$ cat src/rtl/assert_macros.svh
// Assertion macros shared by the frame parser RTL
`ifndef ASSERT_MACROS_SVH
`define ASSERT_MACROS_SVH
`ifndef SYNTHESIS
// Same-cycle implication
`define CFRP_ASSERT_IMP(label, clk, rst, a, b) \
  label: assert property (@(posedge clk) disable iff (rst) (a) |-> (b)) \
    else $error("assertion failed");
// Next-cycle implication
`define CFRP_ASSERT_NXT(label, clk, rst, a, b) \
  label: assert property (@(posedge clk) disable iff (rst) (a) |=> (b)) \
    else $error("assertion failed");
`else
`define CFRP_ASSERT_IMP(label, clk, rst, a, b)
`define CFRP_ASSERT_NXT(label, clk, rst, a, b)
`endif
`endif

$ cat src/rtl/cfrp_pkg.sv
// Types, codes and helper functions of the framed response parser
package cfrp_pkg;

  typedef enum logic [1:0] {
    OP_BYTE  = 2'd0,
    OP_TICK  = 2'd1,
    OP_START = 2'd2,
    OP_NONE  = 2'd3
  } op_t;

  typedef enum logic [1:0] {
    ST_NONE    = 2'd0,
    ST_OK      = 2'd1,
    ST_NOK     = 2'd2,
    ST_TIMEOUT = 2'd3
  } status_t;

  typedef enum logic [2:0] {
    PH_HUNT = 3'd0,
    PH_DST  = 3'd1,
    PH_SRC  = 3'd2,
    PH_CRC  = 3'd3,
    PH_TAIL = 3'd4
  } phase_t;

  typedef enum logic [2:0] {
    TM_NONE = 3'd0,
    TM_O    = 3'd1,
    TM_OK   = 3'd2,
    TM_N    = 3'd3,
    TM_NO   = 3'd4,
    TM_NOK  = 3'd5,
    TM_BAD  = 3'd7
  } tail_t;

  localparam logic [1:0] CFG_OWN_ADDRESS  = 2'd0;
  localparam logic [1:0] CFG_PEER_ADDRESS = 2'd1;
  localparam logic [1:0] CFG_TIMEOUT      = 2'd2;

  localparam logic [15:0] TIMEOUT_RESET = 16'd50;
  localparam logic [7:0]  CRC_POLY      = 8'h8C;

  localparam logic [7:0] CH_NUL   = 8'h00;
  localparam logic [7:0] CH_AT    = 8'h40;
  localparam logic [7:0] CH_SPACE = 8'h20;
  localparam logic [7:0] CH_NL    = 8'h0A;
  localparam logic [7:0] CH_O     = 8'h4F;
  localparam logic [7:0] CH_K     = 8'h4B;
  localparam logic [7:0] CH_N     = 8'h4E;

  typedef struct packed {
    logic [7:0]  own_address;
    logic [7:0]  peer_address;
    logic [15:0] timeout_ticks;
  } cfg_t;

  // Reflected CRC-8, one byte, LSB first
  function automatic logic [7:0] crc8_update(input logic [7:0] crc, input logic [7:0] b);
    logic [7:0] c;
    logic [7:0] d;
    c = crc;
    d = b;
    for (int i = 0; i < 8; i++) begin
      if (c[0] ^ d[0]) begin
        c = (c >> 1) ^ CRC_POLY;
      end else begin
        c = c >> 1;
      end
      d = d >> 1;
    end
    return c;
  endfunction

  // Hex digit decode: bit 4 marks a valid digit, bits 3:0 hold its value
  function automatic logic [4:0] hex_decode(input logic [7:0] c);
    logic [7:0] v;
    v = 8'd0;
    if (c inside {[8'h30:8'h39]}) begin
      v = c - 8'h30;
      return {1'b1, v[3:0]};
    end else if (c inside {[8'h41:8'h46]}) begin
      v = c - 8'h37;
      return {1'b1, v[3:0]};
    end else if (c inside {[8'h61:8'h66]}) begin
      v = c - 8'h57;
      return {1'b1, v[3:0]};
    end
    return 5'd0;
  endfunction

endpackage

$ cat src/rtl/crc8_framed_response_parser_unit.sv
// Top level of the framed response parser: input word register and result register
//
// Usage: each input word carries op (0 received byte, 1 time tick, 2 start wait)
// and byte_value. A word is taken at a rising edge with item_valid high and
// item_stall low. Every accepted word gives exactly one result word on the
// result channel (status: 0 nothing yet, 1 ok, 2 not ok, 3 timeout), in order.
// Pipeline: an accepted word moves from the input register into the result register,
// where its status shows; two register stages in total.
// Throughput: one word per cycle while item_stall is low; the parser state updates as
// each word advances, the CRC-8 byte update unrolled between input and result registers.
// When result_stall holds the result register full, the input register still
// takes one more word; item_stall rises only when both registers are full.
// Reset (rst, synchronous) empties both registers, stops the wait and loads the
// default configuration: addresses 0, timeout 50 ticks.
// Configuration: cfg_we with cfg_index 0 own address, 1 peer address,
// 2 timeout ticks; write only while no word is in flight.
`include "assert_macros.svh"
module crc8_framed_response_parser_unit (
  input  logic        clk,
  input  logic        rst,
  input  logic        item_valid,
  output logic        item_stall,
  input  logic [1:0]  op,
  input  logic [7:0]  byte_value,
  output logic        result_valid,
  input  logic        result_stall,
  output logic [1:0]  status,
  input  logic        cfg_we,
  input  logic [1:0]  cfg_index,
  input  logic [15:0] cfg_data
);
  import cfrp_pkg::*;

  cfg_t       cfg;
  logic       s1_valid;
  logic [1:0] s1_op;
  logic [7:0] s1_byte;
  logic       s1_advance;
  status_t    step_status;

  assign s1_advance = s1_valid && (!result_valid || !result_stall);
  assign item_stall = s1_valid && !s1_advance;

  always_ff @(posedge clk) begin
    if (rst) begin
      s1_valid <= 1'b0;
    end else if (!item_stall) begin
      s1_valid <= item_valid;
    end
  end

  always_ff @(posedge clk) begin
    if (item_valid && !item_stall) begin
      s1_op   <= op;
      s1_byte <= byte_value;
    end
  end

  always_ff @(posedge clk) begin
    if (rst) begin
      result_valid <= 1'b0;
    end else if (s1_advance) begin
      result_valid <= 1'b1;
    end else if (!result_stall) begin
      result_valid <= 1'b0;
    end
  end

  always_ff @(posedge clk) begin
    if (s1_advance) begin
      status <= step_status;
    end
  end

  cfrp_cfg u_cfg (
    .clk       (clk),
    .rst       (rst),
    .cfg_we    (cfg_we),
    .cfg_index (cfg_index),
    .cfg_data  (cfg_data),
    .cfg       (cfg)
  );

  cfrp_core u_core (
    .clk         (clk),
    .rst         (rst),
    .step        (s1_advance),
    .op          (s1_op),
    .byte_value  (s1_byte),
    .cfg         (cfg),
    .step_status (step_status)
  );

  `CFRP_ASSERT_NXT(a_s1_holds, clk, rst, s1_valid && !s1_advance,
                   s1_valid && $stable(s1_op) && $stable(s1_byte))
  `CFRP_ASSERT_NXT(a_advance_fills_result, clk, rst, s1_advance, result_valid)

endmodule

$ cat src/rtl/cfrp_cfg.sv
// Configuration registers: addresses and tick timeout
module cfrp_cfg (
  input  logic           clk,
  input  logic           rst,
  input  logic           cfg_we,
  input  logic [1:0]     cfg_index,
  input  logic [15:0]    cfg_data,
  output cfrp_pkg::cfg_t cfg
);
  import cfrp_pkg::*;

  always_ff @(posedge clk) begin
    if (rst) begin
      cfg.own_address   <= 8'd0;
      cfg.peer_address  <= 8'd0;
      cfg.timeout_ticks <= TIMEOUT_RESET;
    end else if (cfg_we) begin
      case (cfg_index)
        CFG_OWN_ADDRESS:  cfg.own_address   <= cfg_data[7:0];
        CFG_PEER_ADDRESS: cfg.peer_address  <= cfg_data[7:0];
        CFG_TIMEOUT:      cfg.timeout_ticks <= cfg_data;
        default: ;
      endcase
    end
  end

endmodule

$ cat src/rtl/cfrp_core.sv
// Frame parser state, CRC check and tick timeout
`include "assert_macros.svh"
module cfrp_core (
  input  logic              clk,
  input  logic              rst,
  input  logic              step,
  input  logic [1:0]        op,
  input  logic [7:0]        byte_value,
  input  cfrp_pkg::cfg_t    cfg,
  output cfrp_pkg::status_t step_status
);
  import cfrp_pkg::*;

  logic        waiting, waiting_next;
  phase_t      phase, phase_next;
  logic [7:0]  field_value, field_value_next;
  logic [1:0]  digit_count, digit_count_next;
  logic [7:0]  received_crc, received_crc_next;
  logic [7:0]  running_crc, running_crc_next;
  tail_t       tail, tail_next;
  logic [15:0] ticks_left, ticks_left_next;

  logic        do_clear;
  logic [4:0]  hex;
  logic        field_push, field_done, field_drop;
  logic [7:0]  crc_base, crc_out;
  logic [7:0]  want;

  assign hex        = hex_decode(byte_value);
  assign field_push = hex[4] && (digit_count < 2'd2);
  assign field_done = !field_push && (byte_value == CH_SPACE) && (digit_count == 2'd2);
  assign field_drop = !field_push && !field_done;
  assign crc_base   = (byte_value == CH_AT) ? 8'd0 : running_crc;
  assign crc_out    = crc8_update(crc_base, byte_value);
  assign want       = (phase == PH_DST) ? cfg.own_address : cfg.peer_address;

  always_comb begin
    waiting_next      = waiting;
    phase_next        = phase;
    field_value_next  = field_value;
    digit_count_next  = digit_count;
    received_crc_next = received_crc;
    running_crc_next  = running_crc;
    tail_next         = tail;
    ticks_left_next   = ticks_left;
    step_status       = ST_NONE;
    do_clear          = 1'b0;

    case (op_t'(op))
      OP_START: begin
        do_clear        = 1'b1;
        waiting_next    = 1'b1;
        ticks_left_next = cfg.timeout_ticks;
      end
      OP_TICK: begin
        if (waiting) begin
          if (ticks_left <= 16'd1) begin
            ticks_left_next = 16'd0;
            waiting_next    = 1'b0;
            do_clear        = 1'b1;
            step_status     = ST_TIMEOUT;
          end else begin
            ticks_left_next = ticks_left - 16'd1;
          end
        end
      end
      OP_BYTE: begin
        if (waiting && byte_value != CH_NUL) begin
          if (byte_value == CH_AT) begin
            // restart the frame at this marker
            phase_next        = PH_DST;
            field_value_next  = 8'd0;
            digit_count_next  = 2'd0;
            received_crc_next = 8'd0;
            running_crc_next  = crc_out;
            tail_next         = TM_NONE;
          end else begin
            case (phase)
              PH_DST, PH_SRC: begin
                running_crc_next = crc_out;
                if (field_push) begin
                  field_value_next = {field_value[3:0], hex[3:0]};
                  digit_count_next = digit_count + 2'd1;
                end else if (field_done) begin
                  if (field_value != want) begin
                    do_clear = 1'b1;
                  end else begin
                    phase_next       = (phase == PH_DST) ? PH_SRC : PH_CRC;
                    field_value_next = 8'd0;
                    digit_count_next = 2'd0;
                  end
                end else begin
                  do_clear = 1'b1;
                end
              end
              PH_CRC: begin
                if (field_push) begin
                  field_value_next = {field_value[3:0], hex[3:0]};
                  digit_count_next = digit_count + 2'd1;
                end else if (field_done) begin
                  running_crc_next  = crc_out;
                  received_crc_next = field_value;
                  field_value_next  = 8'd0;
                  digit_count_next  = 2'd0;
                  tail_next         = TM_NONE;
                  phase_next        = PH_TAIL;
                end else begin
                  do_clear = 1'b1;
                end
              end
              PH_TAIL: begin
                if (byte_value == CH_NL) begin
                  if (tail == TM_OK) begin
                    step_status = (running_crc == received_crc) ? ST_OK : ST_NOK;
                  end else if (tail == TM_NOK) begin
                    step_status = ST_NOK;
                  end
                  do_clear = 1'b1;
                  if (tail == TM_OK || tail == TM_NOK) begin
                    waiting_next = 1'b0;
                  end
                end else begin
                  running_crc_next = crc_out;
                  if (tail == TM_NONE && byte_value == CH_O) begin
                    tail_next = TM_O;
                  end else if (tail == TM_NONE && byte_value == CH_N) begin
                    tail_next = TM_N;
                  end else if (tail == TM_O && byte_value == CH_K) begin
                    tail_next = TM_OK;
                  end else if (tail == TM_N && byte_value == CH_O) begin
                    tail_next = TM_NO;
                  end else if (tail == TM_NO && byte_value == CH_K) begin
                    tail_next = TM_NOK;
                  end else begin
                    tail_next = TM_BAD;
                  end
                end
              end
              default: do_clear = 1'b1;
            endcase
          end
        end
      end
      default: ;
    endcase

    // drop the frame: overrides any field update above
    if (do_clear) begin
      phase_next        = PH_HUNT;
      field_value_next  = 8'd0;
      digit_count_next  = 2'd0;
      received_crc_next = 8'd0;
      running_crc_next  = 8'd0;
      tail_next         = TM_NONE;
    end
  end

  always_ff @(posedge clk) begin
    if (rst) begin
      waiting      <= 1'b0;
      phase        <= PH_HUNT;
      field_value  <= 8'd0;
      digit_count  <= 2'd0;
      received_crc <= 8'd0;
      running_crc  <= 8'd0;
      tail         <= TM_NONE;
      ticks_left   <= 16'd0;
    end else if (step) begin
      waiting      <= waiting_next;
      phase        <= phase_next;
      field_value  <= field_value_next;
      digit_count  <= digit_count_next;
      received_crc <= received_crc_next;
      running_crc  <= running_crc_next;
      tail         <= tail_next;
      ticks_left   <= ticks_left_next;
    end
  end

  `CFRP_ASSERT_IMP(a_idle_hunts, clk, rst, !waiting, phase == PH_HUNT)
  `CFRP_ASSERT_IMP(a_tail_only_in_tail, clk, rst, phase != PH_TAIL, tail == TM_NONE)
  `CFRP_ASSERT_NXT(a_start_arms, clk, rst, step && op == OP_START,
                   waiting && ticks_left == $past(cfg.timeout_ticks))

endmodule
$ cat config.mk
export PLATFORM = sky130hd
export DESIGN_NAME = crc8_framed_response_parser_unit
export DESIGN_NICKNAME = d
export VERILOG_FILES = /design/src/rtl/cfrp_pkg.sv /design/src/rtl/crc8_framed_response_parser_unit.sv /design/src/rtl/cfrp_cfg.sv /design/src/rtl/cfrp_core.sv
export VERILOG_INCLUDE_DIRS = /design/src /design/src/rtl
export SDC_FILE = /design/constraint.sdc
export NUM_CORES = 1
export LEC_CHECK = 0
export ABC_CLOCK_PERIOD_IN_PS = 4000
export BUFFER_PORTS_ARGS = -buffer_cell sky130_fd_sc_hd__buf_2
export CAP_MARGIN = 20
export CORE_MARGIN = 2
export CORE_UTILIZATION = 35
export CTS_BUF_LIST = sky130_fd_sc_hd__clkbuf_16
export CTS_CLUSTER_SIZE = 16
export DETAILED_ROUTE_END_ITERATION = 6
export SKIP_CTS_REPAIR_TIMING = 1
export SLEW_MARGIN = 20
export SYNTH_ARGS = -nofsm -noshare
export SYNTH_HDL_FRONTEND = slang
export SYNTH_HIERARCHICAL = 1
export SYNTH_SLANG_ARGS = --single-unit
$ cat constraint.sdc
create_clock -name clk -period 4 [get_ports clk]
set_input_delay 0.4 -clock clk [delete_from_list [all_inputs] [get_ports clk]]
set_output_delay 0.4 -clock clk [all_outputs]
set_load 0.01 [all_outputs]
==> impl_metrics.csv <==
group,metric,value,unit
run_status,status,"finished, final reports clean",
grt,grt_overflow,0,
sta,slew_violations,0,
grt,antenna_found_initial,0,
floorplanning,core,0.0153,mm²
clock_network,cts_root_buffer,"clkbuf_16",
sta,final.setup.tns,0,ns
setup_path,r2r_start,"s1_op[1]$_DFFE_PP_",
floorplanning,io_pins,37,
clock_network,clkSinkCount,95,
setup_path,cp-startpoint,"s1_op[1]$_DFFE_PP_",
synthesis,synth.area.top_cells,"dfxtp_1, mux2i_1, edfxtp_1",
grt,grt_max_degree,85,
sta,max_freq,301,MHz
synthesis,synthDistinctLibCells,73,
setup_path,worstSetupPathType,"reg -> reg",
clock_network,clk_path_buf_depth,2,
synthesis,postSynthCellCount,624,
setup_path,startpoint_type,"flip-flop",
hold_path,worstHoldStart,"byte_value[6]",
sta,max_slew_margin,0.340,
route,num_vias,4469,
sta,hold_viol_final,0,
synthesis,avgSynthCellArea,8.86,µm²
setup_path,r2r.worst_path.cells,9,
route,route.final.wire_length,13.3,mm
sta,min_period_over_period,0.830,
clock_network,clock_latency,0.35,ns
place,place_area,0.00585,mm²
setup_path,crit_required,4.28,ns
setup_path,worst-path-max-fanout,13,
synthesis,ys_seq_area_frac,0.366,
floorplanning,start_util,0.361,
pwr,peakVddDrop,0.222,mV
place,gp_congestion,0.937,
synthesis,yosys.area.top_type,"dfxtp_1",
synthesis,ys.flop_type,"dfxtp_1",
sta,fin_crit,3.32,ns
hold_path,hold_end,"s1_byte[6]$_DFFE_PP_",
route,drt_first_iter_violations,307,
synthesis,synthesis.nets,667,
synthesis,synth-async-reset-ratio,0,
final_layout,final_nets,686,
synthesis,ys_warn_count,6,
synthesis,yosysMostFrequentCell,"dfxtp_1",
grt,grt_pass1_wl,21.9,mm
synthesis,synth_top_area_frac,0.301,
sta,fin_skew,0.00794,ns
pwr,p_per_area,347,mW/mm²
clock_network,cts_buffers,9,
route,post_drt_wl_per_cell,15.5,µm
hold_path,min_path_type,"in -> reg",
sta,worst_hold_slack,0.216,ns
route,vias_per_cell,5.20,
setup_path,r2r_end,"u_core/field_value[7]$_SDFFE_PP0P_",
sta,worstMarginPinSlew,0.986,ns
final_layout,fill_cells,1553,
synthesis,ys_ff_latch,95,
final_layout,final_layout_size_suffix_gt1_frac,0.139,
place,dp_hpwl,9.69,mm
setup_path,arrival,3.59,ns
floorplanning,rows,45,
final_layout,syn2layout_area_growth,11.0,%
grt,first_global_vias,4420,
run,max_cap_viol_count,0,
clock_network,htreeDepth,3,
final_layout,num_antenna_cells,0,
floorplanning,die_w,130,µm
pwr,p_total,2.13,mW
setup_path,cp-end-kind,"flip-flop",
hold_path,whs_path_depth,1,
synthesis,mappedNetlistArea,0.00553,mm²
clock_network,cts_tree,"done",
final_layout,stdcell_area,0.00613,mm²
place,io_buffer_count,36,
route,drc_errors,0,
pwr,power.leakage,2.37,nW
sta,setup_viol,0,
route,dr.pass1.iters,4,
clock_network,clk_pin_slew,0.07,ns
route,antenna_left,0,
sta,rsz0062_at_grt,"no",
synthesis,synth-edff-count,12,
floorplanning,fp.dieH,130,µm
synthesis,yosys-top-cells-count,"dfxtp_1, nor2_1, nand2_1, mux2i_1, nand2b_1",
grt,grt.total_usage,0.164,
floorplanning,die_area,0.0168,mm²
setup_path,r2r_slack,0.68,ns
-- power by group --
group	switching, mW	internal (mW)
logic	0.161	0.115
registers	0.0280	0.991
clock network	0.378	0.454
-- cells by family (layout without fill, tap and decap cells) --
family,Yosys count,count (layout),synth area share
buffers and inverters,57,81,0.0464
multiplexers,52,52,0.0946
XOR/XNOR,47,47,0.0745
adder cells (fa/ha/maj),11,11,0.0245
flip-flops,95,95,0.366
AND/OR/NAND/NOR,246,246,0.243
AO/OA/AOI/OAI,116,116,0.151
-- worst max-delay path: stages, from the launching register on --
cell	delay, ns
edfxtp_1	0.42
inv_1	0.13
ha_1	0.38
nand2_1	0.20
o41ai_2	0.52
o21ai_1	0.22
o21ai_1	0.25
a21o_1	0.40
o21ba_1	0.46
mux2i_1	0.25
-- final cells by class --
class / count / area [µm²] / share of cell area
clock inverters: 6 / 33.8 / 0.00551
flip-flops and latches: 95 / 2020 / 0.330
repair buffers: 42 / 225 / 0.0367
multi-input cells: 472 / 3250 / 0.530
clock buffers: 10 / 250 / 0.0408
well taps: 211 / 264 / 0.0430
inverters: 23 / 86.3 / 0.0141
-- sequential cells by signal, summed over array words and instances, names as in the netlist --
name / flops
u_core/received_crc: 8
u_core/waiting: 1
u_core/phase: 3
u_core/tail: 3
u_core/digit_count: 2
u_core/running_crc: 8
u_cfg/cfg: 32
s1_op: 2
u_core/field_value: 8
s1_byte: 8
result_valid: 1
status: 2
s1_valid: 1
u_core/ticks_left: 16
-- cells in the final DEF (no fill, tap or decap), types with 3 or more instances in the layout --
cell,n
mux2i_1,50
nor2b_1,12
inv_1,23
dfxtp_1,83
or2_2,4
buf_4,6
a31o_2,9
buf_2,36
nor3b_1,3
a22o_1,3
nand2_1,51
xor2_1,24
nor4_1,13
xnor2_1,23
nand4_1,5
nor2_1,53
a211oi_1,6
edfxtp_1,12
o2bb2ai_1,5
o22ai_1,3
nand3_1,11
or3_1,13
ha_1,10
clkinv_2,3
and2_1,6
a21o_1,3
a22oi_1,13
nor3_1,9
a21oi_1,20
a21boi_0,3
o21ai_0,19
clkbuf_16,10
nand2b_1,46
-- layer usage --
metal | vias up | routed length (µm) | global-route usage
met5 | - | 0 | 0
met2 | 90 | 6460 | 0.285
met1 | 2128 | 6190 | 0.203
li1 | 2240 | - | -
met4 | 0 | 171 | 0.0487
met3 | 11 | 512 | 0.0372
-- worst max-delay path by stage --
| stage | to | slack, ns | depth (start not counted) |
|---|---|---|---|
| final | u_core/field_value[7]$_SDFFE_PP0P_ | 0.68 | 9 |
| after global routing | u_core/field_value[4]$_SDFFE_PP0P_ | 0.45 | 9 |
| after CTS | u_core/field_value[7]$_SDFFE_PP0P_ | 0.73 | 10 |
| after detailed placement | u_core/field_value[3]$_SDFFE_PP0P_ | 0.77 | 10 |
| after global placement | u_core/field_value[3]$_SDFFE_PP0P_ | 0.88 | 10 |
| after floorplan | u_core/running_crc[6]$_SDFFE_PP0P_ | 1.06 | 12 |
-- through the flow --
step,cells,util,worst slack [ns]
floorplan,624,-,1.06
global placement,843,0.382,0.883
detailed placement,843,0.382,0.768
CTS,859,0.400,0.734
global route,859,0.400,0.445
finish,859,0.400,0.682
Power figures use the tool's default switching activity.
